===== src/rtl/core/lz77_token_decoder_macros.svh =====
// ---------------------------------------------------------------------------
// lz77_token_decoder_macros
// assertion helpers for the decoder rtl
// ---------------------------------------------------------------------------
`ifndef LZ77_TOKEN_DECODER_MACROS_SVH
`define LZ77_TOKEN_DECODER_MACROS_SVH

// same-cycle implication, off while reset is asserted
`define LZTD_ASSERT_NOW(label, clk, rst_n, ante, cons, msg) \
  label: assert property (@(posedge clk) disable iff (!rst_n) (ante) |-> (cons)) \
    else $error(msg);

// next-cycle implication, off while reset is asserted
`define LZTD_ASSERT_NEXT(label, clk, rst_n, ante, cons, msg) \
  label: assert property (@(posedge clk) disable iff (!rst_n) (ante) |=> (cons)) \
    else $error(msg);

`endif


===== src/rtl/core/lztd_pkg.sv =====
// ---------------------------------------------------------------------------
// lztd_pkg
// shared constants and types of the lz77 token decoder
// ---------------------------------------------------------------------------
package lztd_pkg;

  // history ring, depth must be a power of two
  localparam int unsigned HIST_DEPTH = 4096;
  localparam int unsigned HIST_AW    = $clog2(HIST_DEPTH);
  localparam int unsigned CNT_W      = HIST_AW + 1;

  localparam int unsigned BYTE_W = 8;
  localparam int unsigned NIB_W  = 4;
  localparam int unsigned OFFS_W = NIB_W + BYTE_W;

  localparam logic [1:0]       HDR_BYTES = 2'd3;
  localparam logic [NIB_W-1:0] NIB_ZERO  = '0;

  typedef enum logic [2:0] {
    PH_HEADER,
    PH_TOKEN,
    PH_LITERAL,
    PH_OFFSET,
    PH_COPY_RD,
    PH_COPY_WR,
    PH_ENDED
  } phase_e;

  typedef struct packed {
    logic              push;
    logic [BYTE_W-1:0] data;
    logic              byte_valid;
    logic              last;
    logic              stream_end;
    logic              bad_offset;
  } result_t;

  typedef struct packed {
    logic               we;
    logic [HIST_AW-1:0] waddr;
    logic [BYTE_W-1:0]  wdata;
    logic               re;
    logic [HIST_AW-1:0] raddr;
  } ram_req_t;

endpackage


===== src/rtl/core/lztd_out_stage.sv =====
// ---------------------------------------------------------------------------
// lztd_out_stage
// output register holding one result transaction
// ---------------------------------------------------------------------------
module lztd_out_stage import lztd_pkg::*; (
  input  logic              clk_i,
  input  logic              rst_ni,
  input  result_t           res_i,
  input  logic              out_stall_i,
  output logic              out_free_o,
  output logic              out_valid_o,
  output logic [BYTE_W-1:0] out_byte_o,
  output logic              byte_valid_o,
  output logic              last_of_run_o,
  output logic              stream_end_o,
  output logic              bad_offset_o
);

  logic    valid_q, valid_d;
  result_t data_q;

  assign out_free_o = !valid_q || !out_stall_i;

  always_comb begin
    valid_d = valid_q;
    if (res_i.push) begin
      valid_d = 1'b1;
    end else if (!out_stall_i) begin
      valid_d = 1'b0;
    end
  end

  always_ff @(posedge clk_i or negedge rst_ni) begin
    if (!rst_ni) begin
      valid_q <= 1'b0;
    end else begin
      valid_q <= valid_d;
    end
  end

  always_ff @(posedge clk_i) begin
    if (res_i.push) begin
      data_q <= res_i;
    end
  end

  assign out_valid_o   = valid_q;
  assign out_byte_o    = data_q.data;
  assign byte_valid_o  = data_q.byte_valid;
  assign last_of_run_o = data_q.last;
  assign stream_end_o  = data_q.stream_end;
  assign bad_offset_o  = data_q.bad_offset;

endmodule


===== config.mk =====
export PLATFORM = sky130hd
export DESIGN_NAME = lztd_out_stage
export DESIGN_NICKNAME = d
export VERILOG_FILES = /design/src/rtl/core/lz77_token_decoder_macros.svh /design/src/rtl/core/lztd_pkg.sv /design/src/rtl/core/lztd_out_stage.sv
export SDC_FILE = /design/constraint.sdc
export NUM_CORES = 1
export LEC_CHECK = 0
export BUFFER_PORTS_ARGS = -buffer_cell sky130_fd_sc_hd__buf_4
export CAP_MARGIN = 20
export CORE_AREA = 2 2 39 41
export DETAILED_ROUTE_END_ITERATION = 16
export DIE_AREA = 0 0 41 43
export PLACE_DENSITY = 0.66
export SKIP_CTS_REPAIR_TIMING = 1
export SLEW_MARGIN = 10
export SYNTH_ARGS = -nofsm -noshare
export SYNTH_HDL_FRONTEND = slang
export SYNTH_SLANG_ARGS = --single-unit

===== constraint.sdc =====
create_clock -name clk_i -period 1.8 [get_ports clk_i]
set_input_delay 0.27 -clock clk_i [delete_from_list [all_inputs] [get_ports clk_i]]
set_output_delay 0.27 -clock clk_i [all_outputs]
set_load 0.02 [all_outputs]

==> run summary <==
• **Endpoint, Worst Hold** out_byte_o[4]
• **pre-CTS worst setup slack** 0.956 ns
• **result of the run** completed
• **Worst Slack Setup Final** 0.674 ns
• **clock network power share** 26.7%
• **Total GRT Usage** 9.26%
• **Critical Path Source Type** register
• **cells taking the most area after synthesis** sky130_fd_sc_hd__edfxtp_1, sky130_fd_sc_hd__dfrtp_1, sky130_fd_sc_hd__a21o_1
• **Comb pwr share** 16.0%
• **Max Slew Vio Count** 0
• **depth of the worst register-to-register path** 1
• **post-route DRC violation count** 0
• **largest net degree at the start of global routing** 14
• **vias in the first global route** 230
• **number of buffers created by CTS** 3
• **time the worst path needs with I/O delays and setup** 1.13 ns
• **Bufs on Longest Clock Path** 2
• **post-synthesis to final-layout area growth** 69.1%
• **post-route core utilization** 48.5%
• **number of placement rows** 14
• **highest clock frequency the design can meet** 0.888 GHz
• **routing usage on met2** 13.1%
• **number of synthesized flops with an enable pin** 12
• **post-synthesis net count** 31
• **TritonCTS clock tree** built
• **final wirelength** 687 um
• **combined flip-flop and latch cell area** 385 um2
• **Die Y** 43 um
• **area of the multi-input gates** 11.3 um2
• **number of antenna violations at the first check in global routing** 0
• **critical path arrival** 0.86 ns
• **top-area cell type share of the netlist area** 90.9%
• **worst hold path startpoint** res_i[8]
• **worst-path fanout max** 3
• **commonest cells in the synthesized netlist** sky130_fd_sc_hd__edfxtp_1, sky130_fd_sc_hd__a21o_1, sky130_fd_sc_hd__dfrtp_1, sky130_fd_sc_hd__nand2_1
• **First-pass DRT Iterations** 3
• **Post-synth top flop** sky130_fd_sc_hd__edfxtp_1
• **total of flip-flops plus latches after synthesis** 13
• **global routing met1 resource utilization** 8.36%
• **most frequent cell after synthesis** sky130_fd_sc_hd__edfxtp_1
• **final worst-path cycle share** 62.6%
• **internal cell power** 493 uW
• **global-route wire length before repair** 952 um
• **Yosys warnings** 0
• **busiest layer in global routing** met2
• **final worst clock skew** 0 ns
• **number of clock sinks seen by CTS** 13
• **worst skew pair latency** 0.26 ns
• **ANT nets after route** 0
• **Sw Ratio** 21.9%
• **GPL Wtd Cong** 0.576
• **peak ir drop on the vdd network** 0.000402 V
• **total net switching power** 138 uW
• **capturing point of the worst reg2reg path** out_valid_o
• **Async SR Flop Fraction** 7.69%
• **num ports** 30
• **total negative setup slack** 0 ns
• **Max transition margin** 89.5%
• **number of maximum-capacitance violations** 0
• **overall die area** 1760 um2
• **effective utilization at floorplan** 28.7%
• **placeable core area** 1380 um2
• **leakage** 0.294 nW
• **via count** 269
• **per-cell routed wire length** 10.6 um
• **final setup violation count** 0
• **filler cell count in the final layout** 127
• **port bufs** 29
• **path type of the worst min-delay path** input port to register
• **Synth area leader** sky130_fd_sc_hd__edfxtp_1
• **critical path data required time** 1.53 ns
• **power density relative to cell area** 942 nW/um2
• **final-stage net count** 66
• **Mapped Avg Cell Area** 26.4 um2
• **hold violation total from the final report** 0
• **GR Layer Usage met3** 7.85%
• **CP endpoint kind** primary output
• **die extent in x** 41 um
• **Iter 0 DRT Violations** 2
• **clock transition at the registers of the reported paths** 0.07 ns
• **Worst R2R Start** out_valid_o
• **number of cells produced by synthesis** 15
• **R2R setup slack** 1.14 ns
• **remaining global-route overflow** 0
• **Tightest Pin Transition** 0.158 ns
• **number of distinct library cell variants in the gate-level netlist after synthesis** 4
• **H-tree levels** 1
• **part of the power in registers** 57.3%
• **unrepaired setup endpoints after global routing** no
• **share of layout cells above drive strength 1** 65.3%
• **mapped cell area** 397 um2
• **critical path class** register to primary output
• **number of cells traversed by the worst hold path** 1
• **buffer type at the clock tree root** sky130_fd_sc_hd__clkbuf_4
• **final antenna diode count** 0
• **drt via density** 4.14
• **share of the yosys chip area belonging to registers** 97.2%
==> placed cells by master (no fill, tap or decap), drive strengths merged <==
master	count
a21o	1
buf	29
clkbuf	4
dfrtp	1
dlygate4sd3	1
edfxtp	12
nand2	1
==> power by group through the flow <==
stage,Combinational (mW),Clock [mW],Sequential (mW)
after floorplan,0.00388,0,0.400
after CTS,0.101,0.179,0.362
after detailed placement,0.101,0,0.369
final,0.101,0.169,0.362
after global placement,0.100,0,0.368
after global routing,0.108,0.199,0.364
==> final cells by class <==
type	count	area share, %
Clock buffer	4	3.92
Sequential cell	13	57.5
Tap cell	16	2.99
Timing Repair Buffer	30	34.0
Multi-Input combinational cell	2	1.68
==> how the worst max path moves through the flow <==
stage	cells after the start	slack (ns)	start	endpoint
final	2	0.67	out_valid_o	out_free_o
after global routing	2	0.61	out_valid_o	out_free_o
after CTS	2	0.65	out_valid_o	out_free_o
after detailed placement	2	0.96	out_valid_o	out_free_o
after global placement	3	0.97	out_stall_i	out_free_o
after floorplan	1	0.90	out_valid_o	out_free_o
==> flip-flops by register name, indices dropped and copies added (netlist names) <==
signal         flops
bad_offset_o       1
byte_valid_o       1
last_of_run_o      1
out_byte_o         8
out_valid_o        1
stream_end_o       1
==> kinds of logic (layout without fill, tap and decap cells) <==
family	Yosys count	after routing	synth area share (%)
AO/OA/AOI/OAI	1	1	1.89
AND/OR/NAND/NOR	1	1	0.945
flip-flops	13	13	97.2
buffers and inverters	0	34	0
==> stage by stage <==
stage          std cells  hold slack [ns]  area (um2)  power (mW)
2_1_floorplan         15          -0.0256         397       0.404
3_3_place_gp          60           0.0458         634       0.468
3_5_place_dp          60           0.0483         634       0.470
4_1_cts               64           -0.246         661       0.642
5_1_grt               65            0.149         671       0.671
6_report              65            0.178         671       0.632
==> worst max-delay path: stages, from the launching register on <==
cell and delay [ns]:
sky130_fd_sc_hd__dfrtp_1 0.40, sky130_fd_sc_hd__nand2_1 0.07, sky130_fd_sc_hd__buf_4 0.13
==> per-layer routing <==
layer | part of all wire (%) | up-vias
met4 | 0 | 0
met5 | 0 | -
met1 | 36 | 117
met3 | 19 | 0
met2 | 45 | 25
li1 | - | 127
No activity file was read; power rests on OpenSTA's default activity.
