File: config.mk
export PLATFORM = sky130hd
export DESIGN_NAME = lztd_ctrl
export DESIGN_NICKNAME = d
export VERILOG_FILES = /design/src/rtl/core/lz77_token_decoder_macros.svh /design/src/rtl/core/lztd_pkg.sv /design/src/rtl/core/lztd_ctrl.sv
export SDC_FILE = /design/constraint.sdc
export NUM_CORES = 1
export LEC_CHECK = 0
export ABC_AREA = 1
export BUFFER_PORTS_ARGS = -buffer_cell sky130_fd_sc_hd__buf_2
export CAP_MARGIN = 20
export CORE_MARGIN = 2
export CORE_UTILIZATION = 50
export DETAILED_ROUTE_END_ITERATION = 16
export PLACE_DENSITY = 0.81
export SYNTH_ARGS = -nofsm -noshare
export SYNTH_HDL_FRONTEND = slang
export SYNTH_SLANG_ARGS = --single-unit
File: constraint.sdc
create_clock -name clk_i -period 3.99 [get_ports clk_i]
set_input_delay 0.399 -clock clk_i [delete_from_list [all_inputs] [get_ports clk_i]]
set_output_delay 0.399 -clock clk_i [all_outputs]
set_load 0.01 [all_outputs]
File: src/rtl/core/lz77_token_decoder_macros.svh
// ---------------------------------------------------------------------------
// lz77_token_decoder_macros
// assertion helpers for the decoder rtl
// ---------------------------------------------------------------------------
`ifndef LZ77_TOKEN_DECODER_MACROS_SVH
`define LZ77_TOKEN_DECODER_MACROS_SVH

// same-cycle implication, off while reset is asserted
`define LZTD_ASSERT_NOW(label, clk, rst_n, ante, cons, msg) \
  label: assert property (@(posedge clk) disable iff (!rst_n) (ante) |-> (cons)) \
    else $error(msg);

// next-cycle implication, off while reset is asserted
`define LZTD_ASSERT_NEXT(label, clk, rst_n, ante, cons, msg) \
  label: assert property (@(posedge clk) disable iff (!rst_n) (ante) |=> (cons)) \
    else $error(msg);

`endif

File: src/rtl/core/lztd_pkg.sv
// ---------------------------------------------------------------------------
// lztd_pkg
// shared constants and types of the lz77 token decoder
// ---------------------------------------------------------------------------
package lztd_pkg;

  // history ring, depth must be a power of two
  localparam int unsigned HIST_DEPTH = 4096;
  localparam int unsigned HIST_AW    = $clog2(HIST_DEPTH);
  localparam int unsigned CNT_W      = HIST_AW + 1;

  localparam int unsigned BYTE_W = 8;
  localparam int unsigned NIB_W  = 4;
  localparam int unsigned OFFS_W = NIB_W + BYTE_W;

  localparam logic [1:0]       HDR_BYTES = 2'd3;
  localparam logic [NIB_W-1:0] NIB_ZERO  = '0;

  typedef enum logic [2:0] {
    PH_HEADER,
    PH_TOKEN,
    PH_LITERAL,
    PH_OFFSET,
    PH_COPY_RD,
    PH_COPY_WR,
    PH_ENDED
  } phase_e;

  typedef struct packed {
    logic              push;
    logic [BYTE_W-1:0] data;
    logic              byte_valid;
    logic              last;
    logic              stream_end;
    logic              bad_offset;
  } result_t;

  typedef struct packed {
    logic               we;
    logic [HIST_AW-1:0] waddr;
    logic [BYTE_W-1:0]  wdata;
    logic               re;
    logic [HIST_AW-1:0] raddr;
  } ram_req_t;

endpackage

File: src/rtl/core/lztd_ctrl.sv
// ---------------------------------------------------------------------------
// lztd_ctrl
// token parser and match copy sequencer around the history ram
// ---------------------------------------------------------------------------
module lztd_ctrl import lztd_pkg::*; (
  input  logic              clk_i,
  input  logic              rst_ni,
  input  logic              in_valid_i,
  input  logic [BYTE_W-1:0] in_byte_i,
  output logic              in_stall_o,
  input  logic              out_free_i,
  input  logic [BYTE_W-1:0] rdata_i,
  output result_t           res_o,
  output ram_req_t          req_o,
  output logic              ended_o
);

  phase_e             phase_q, phase_d;
  logic [1:0]         hdr_q, hdr_d;
  logic [NIB_W-1:0]   lit_q, lit_d;
  logic [NIB_W-1:0]   mlen_q, mlen_d;
  logic [NIB_W-1:0]   offh_q, offh_d;
  logic [NIB_W-1:0]   cnt_q, cnt_d;
  logic [HIST_AW-1:0] wp_q, wp_d;
  logic [HIST_AW-1:0] src_q, src_d;
  logic [CNT_W-1:0]   prod_q, prod_d;

  logic              copying;
  logic              accept;
  logic [NIB_W-1:0]  code;
  logic [NIB_W-1:0]  low;
  logic [OFFS_W-1:0] offset;
  logic              bad;
  logic              prod_full;

  assign code      = in_byte_i[BYTE_W-1:NIB_W];
  assign low       = in_byte_i[NIB_W-1:0];
  assign offset    = {offh_q, in_byte_i};
  assign bad       = (offset == '0) || (CNT_W'(offset) > prod_q);
  assign prod_full = (prod_q == CNT_W'(HIST_DEPTH));
  assign copying   = (phase_q == PH_COPY_RD) || (phase_q == PH_COPY_WR);
  assign in_stall_o = copying || !out_free_i;
  assign accept    = in_valid_i && !in_stall_o;
  assign ended_o   = (phase_q == PH_ENDED);

  always_ff @(posedge clk_i or negedge rst_ni) begin
    if (!rst_ni) begin
      phase_q <= PH_HEADER;
      hdr_q   <= HDR_BYTES;
      lit_q   <= '0;
      mlen_q  <= '0;
      offh_q  <= '0;
      cnt_q   <= '0;
      wp_q    <= '0;
      src_q   <= '0;
      prod_q  <= '0;
    end else begin
      phase_q <= phase_d;
      hdr_q   <= hdr_d;
      lit_q   <= lit_d;
      mlen_q  <= mlen_d;
      offh_q  <= offh_d;
      cnt_q   <= cnt_d;
      wp_q    <= wp_d;
      src_q   <= src_d;
      prod_q  <= prod_d;
    end
  end

  always_comb begin
    phase_d = phase_q;
    hdr_d   = hdr_q;
    lit_d   = lit_q;
    mlen_d  = mlen_q;
    offh_d  = offh_q;
    cnt_d   = cnt_q;
    wp_d    = wp_q;
    src_d   = src_q;
    prod_d  = prod_q;
    res_o   = '0;
    req_o   = '0;

    unique case (phase_q)
      PH_HEADER: begin
        if (accept) begin
          hdr_d = hdr_q - 2'd1;
          if (hdr_q == 2'd1) begin
            phase_d = PH_TOKEN;
          end
        end
      end
      PH_TOKEN: begin
        if (accept) begin
          if (code == NIB_ZERO) begin
            if (low == NIB_ZERO) begin
              phase_d          = PH_ENDED;
              res_o.push       = 1'b1;
              res_o.last       = 1'b1;
              res_o.stream_end = 1'b1;
            end else begin
              lit_d   = low;
              phase_d = PH_LITERAL;
            end
          end else begin
            mlen_d  = code;
            offh_d  = low;
            phase_d = PH_OFFSET;
          end
        end
      end
      PH_LITERAL: begin
        if (accept) begin
          res_o.push       = 1'b1;
          res_o.data       = in_byte_i;
          res_o.byte_valid = 1'b1;
          res_o.last       = 1'b1;
          req_o.we         = 1'b1;
          req_o.waddr      = wp_q;
          req_o.wdata      = in_byte_i;
          wp_d             = wp_q + 1'b1;
          if (!prod_full) begin
            prod_d = prod_q + 1'b1;
          end
          lit_d = lit_q - 1'b1;
          if (lit_q == NIB_W'(1)) begin
            phase_d = PH_TOKEN;
          end
        end
      end
      PH_OFFSET: begin
        if (accept) begin
          if (bad) begin
            res_o.push       = 1'b1;
            res_o.last       = 1'b1;
            res_o.bad_offset = 1'b1;
            phase_d          = PH_TOKEN;
          end else begin
            // ring wraps by truncation
            src_d   = wp_q - HIST_AW'(offset);
            cnt_d   = mlen_q;
            phase_d = PH_COPY_RD;
          end
        end
      end
      PH_COPY_RD: begin
        req_o.re    = 1'b1;
        req_o.raddr = src_q;
        phase_d     = PH_COPY_WR;
      end
      PH_COPY_WR: begin
        // read data holds until the output slot frees up
        if (out_free_i) begin
          res_o.push       = 1'b1;
          res_o.data       = rdata_i;
          res_o.byte_valid = 1'b1;
          res_o.last       = (cnt_q == NIB_W'(1));
          req_o.we         = 1'b1;
          req_o.waddr      = wp_q;
          req_o.wdata      = rdata_i;
          wp_d             = wp_q + 1'b1;
          src_d            = src_q + 1'b1;
          if (!prod_full) begin
            prod_d = prod_q + 1'b1;
          end
          cnt_d   = cnt_q - 1'b1;
          phase_d = (cnt_q == NIB_W'(1)) ? PH_TOKEN : PH_COPY_RD;
        end
      end
      PH_ENDED: begin
        // swallow everything until reset
      end
      default: begin
        phase_d = PH_HEADER;
      end
    endcase
  end

endmodule

==> results.py <==
metrics = {
    "outcome": {
        "status": "finished, final reports clean",
    },
    "pwr": {
        "comb_power_share": 0.517,
        "total_leakage_power_nw": 2.86,
        "cellPowerDensity_nw_per_um2": 631,
        "p_sw_w": 0.00157,
        "p_sw_frac": 0.476,
        "power_frac_clock": 0.165,
        "internal-power_w": 0.00174,
        "ir_worst_vdd_mv": 0.336,
        "power_frac_seq": 0.319,
    },
    "worst_setup_path": {
        "r2r_slack_ns": 1.47,
        "cpMaxStageDelayCell": "dfrtp_1",
        "critPathLaunchType": "flop",
        "cp_common_cell": "nand2_1",
        "reg2reg_depth": 13,
        "cp_top_family": "simple AND/OR/NAND/NOR gates",
        "worstPathRequired_ns": 3.59,
        "path_max_fanout": 4,
        "r2r-end": "src_q[11]",
        "reg2reg_from": "prod_q[8]",
        "critPathMaxStageDelay_ns": 0.40,
        "crit_path_end_kind": "output pin",
        "arrival_ns": 2.32,
        "path_cells": "inv_1 -> ha_1 -> nand2_1 -> nor2_1 -> nand2_1 -> nand3_1 -> nand2_1 -> nand2_1 -> nand2_1 -> nand2_1 -> nand3b_1 -> o211ai_1 -> buf_2",
        "timing.critical_path.buf_inv": 2,
        "criticalPathCategory": "reg2out",
    },
    "clock_tree": {
        "ctsHtreeMaxLevel": 3,
        "clkTransAtPathRegs_ns": 0.08,
        "cts_hold_repair.buffers": 0,
        "clk_path_buf_depth": 2,
        "root_buffer": "clkbuf_8",
        "cts.sinks": 58,
        "cts_inserted_buffers": 9,
        "cts_tree": "built",
        "clock_latency_ns": 0.35,
        "post-cts-setup-buffer-count": 0,
        "cts_resized": 0,
    },
    "sta": {
        "finalHoldViolCount": 0,
        "fmax_ghz": 0.368,
        "maxSlewHeadroom": 0.615,
        "finalSetupTns_ns": 0,
        "post-route-min-period_ns": 2.72,
        "slew_viol_final": 0,
        "min_period_over_period": 0.681,
        "rsz0062_at_grt": "no",
        "finalClockSkew_ns": 0.0157,
        "finalSetupViolations": 0,
        "tightestPinTransition_ns": 0.573,
    },
    "grt": {
        "grt_max_degree": 35,
        "antenna_found_initial": 0,
        "grt_pass1_wl_mm": 19.9,
        "grt_use_total": 0.245,
        "grt_pass1_vias": 4312,
        "overflow": 0,
    },
    "detailed_routing": {
        "via_per_inst": 5.23,
        "ant_nets": 0,
        "post-route-drc-count": 0,
        "firstDrtPassIters": 6,
        "wl_per_cell_um": 13.6,
        "drtIter0Drc": 344,
        "finalWirelength_mm": 11.7,
        "via_count": 4516,
    },
    "synth": {
        "syn_nets": 740,
        "synthTopCellsByArea": "dfrtp_1 (30%), nand2_1 (15%), ha_1 (8.5%)",
        "synth_area_um2": 4690,
        "synth_mux_area_frac": 0.0120,
        "synth-adder-area-share": 0.0896,
        "ys_warn_count": 0,
        "synth-seq-cells": 58,
        "syn_avg_cell_area_um2": 6.83,
        "synth-compound-area-share": 0.0800,
        "synthSimpleGateAreaFrac": 0.349,
        "netlist.area_leader.share": 0.299,
        "synth-xor-area-share": 0.0485,
        "synthCells": 687,
        "synth_top_family_by_area": "simple AND/OR/NAND/NOR gates",
        "synth_top_cell_by_area": "dfrtp_1",
        "ys_types": 42,
        "synth-seq-area-share": 0.310,
    },
    "layout": {
        "final_common_cell": "nand2_1",
        "drive_gt1_frac": 0.148,
        "n_antenna_cell": 0,
        "fill_cells": 842,
        "fin_nets": 800,
        "final_cell_mix": "nand2_1 (182), inv_1 (101), nor2_1 (76)",
        "instances_no_fill": 863,
        "syn_to_final_growth_pct": 11.7,
    },
    "floorplan": {
        "core_area_um2": 9150,
        "rows": 35,
        "dieHeight_um": 101,
        "initial_core_util": 0.513,
        "fp.dieW_um": 101,
        "io_pins": 69,
        "dieArea_um2": 10200,
    },
    "placement": {
        "dp_cells": 847,
        "post-dp-hpwl_mm": 9.09,
        "gp_congestion": 0.861,
        "port_buffers": 68,
    },
    "job": {
        "drv_cap": 0,
    },
    "min_path": {
        "min-delay-path-class": "in2async",
    },
}
## sequential cells by signal, summed over array words and instances (netlist names)
| signal | cells |
|---|---|
| offh_q | 4 |
| prod_q | 13 |
| src_q | 12 |
| mlen_q | 4 |
| cnt_q | 4 |
| phase_q | 3 |
| lit_q | 4 |
| wp_q | 12 |
| hdr_q | 2 |
## synthesized netlist by cell type, drive strengths merged
| cell | count |
|---|---|
| nand2 | 185 |
| inv | 104 |
| nor2 | 83 |
| nand3 | 69 |
| dfrtp | 56 |
| o21ai | 40 |
| ha | 32 |
| a21oi | 25 |
| xor2 | 25 |
| nor3 | 19 |
| buf | 18 |
| nand4 | 7 |
| mux2 | 4 |
| nor4 | 4 |
| or2 | 3 |
| clkbuf | 2 |
| dfstp | 2 |
| a31oi | 1 |
| clkinv | 1 |
| fa | 1 |
| nand3b | 1 |
| o211ai | 1 |
| o21bai | 1 |
| o22ai | 1 |
| o31ai | 1 |
| xnor2 | 1 |
## power groups by stage
stage,Sequential [W],Combinational [W],Clock [W]
2_1_floorplan,0.000999,0.00133,0
3_3_place_gp,0.00105,0.00161,0
3_5_place_dp,0.00106,0.00168,0
4_1_cts,0.00105,0.00170,0.000549
5_1_grt,0.00109,0.00197,0.000573
6_report,0.00105,0.00171,0.000545
## cell families after synthesis
kind of cell,Yosys count
AND/OR/NAND/NOR,371
buffers and inverters,125
AO/OA/AOI/OAI,70
flip-flops,58
adder cells (fa/ha/maj),33
XOR/XNOR,26
multiplexers,4
## per-stage QoR
stage                util  setup slack, ns  hold WS [ns]  instance area (µm²)  power (W)
floorplan               -             2.08         0.103                 4690    0.00232
global placement    0.552             1.59         0.411                 5050    0.00266
detailed placement  0.552             1.48         0.432                 5050    0.00274
CTS                 0.573             1.30        0.0672                 5240    0.00330
global route        0.573             1.08        0.0882                 5240    0.00363
finish              0.573             1.27        0.0454                 5240    0.00331
## routing by layer
layer,track usage,part of all wire,vias to the layer above
met5,0,0,-
met4,0.0885,0.020,0
met3,0.0402,0.053,21
met2,0.415,0.48,160
met1,0.317,0.45,2038
li1,-,-,2297
## cell type report
cell class | count | area (µm²) | area share
clock inverter | 3 | 40.0 | 0.00764
clock buffer | 13 | 149 | 0.0284
tap | 111 | 139 | 0.0265
timing repair buffer | 69 | 348 | 0.0663
inverter | 105 | 397 | 0.0757
multi-input combinational | 504 | 2720 | 0.518
sequential | 58 | 1450 | 0.277
## how the worst max path moves through the flow
stage                       from         to  slack [ns]  cells after the start
finish                 prod_q[4]   res_o[2]        1.27                     13
CTS                    prod_q[4]   res_o[2]        1.30                     13
global route           prod_q[4]   res_o[2]        1.08                     13
floorplan             prod_q[11]   src_q[7]        2.08                     14
detailed placement  in_byte_i[7]   cnt_q[2]        1.48                     13
global placement    in_byte_i[2]  src_q[11]        1.59                     14
Note: power is estimated with default switching activity, not from simulation.
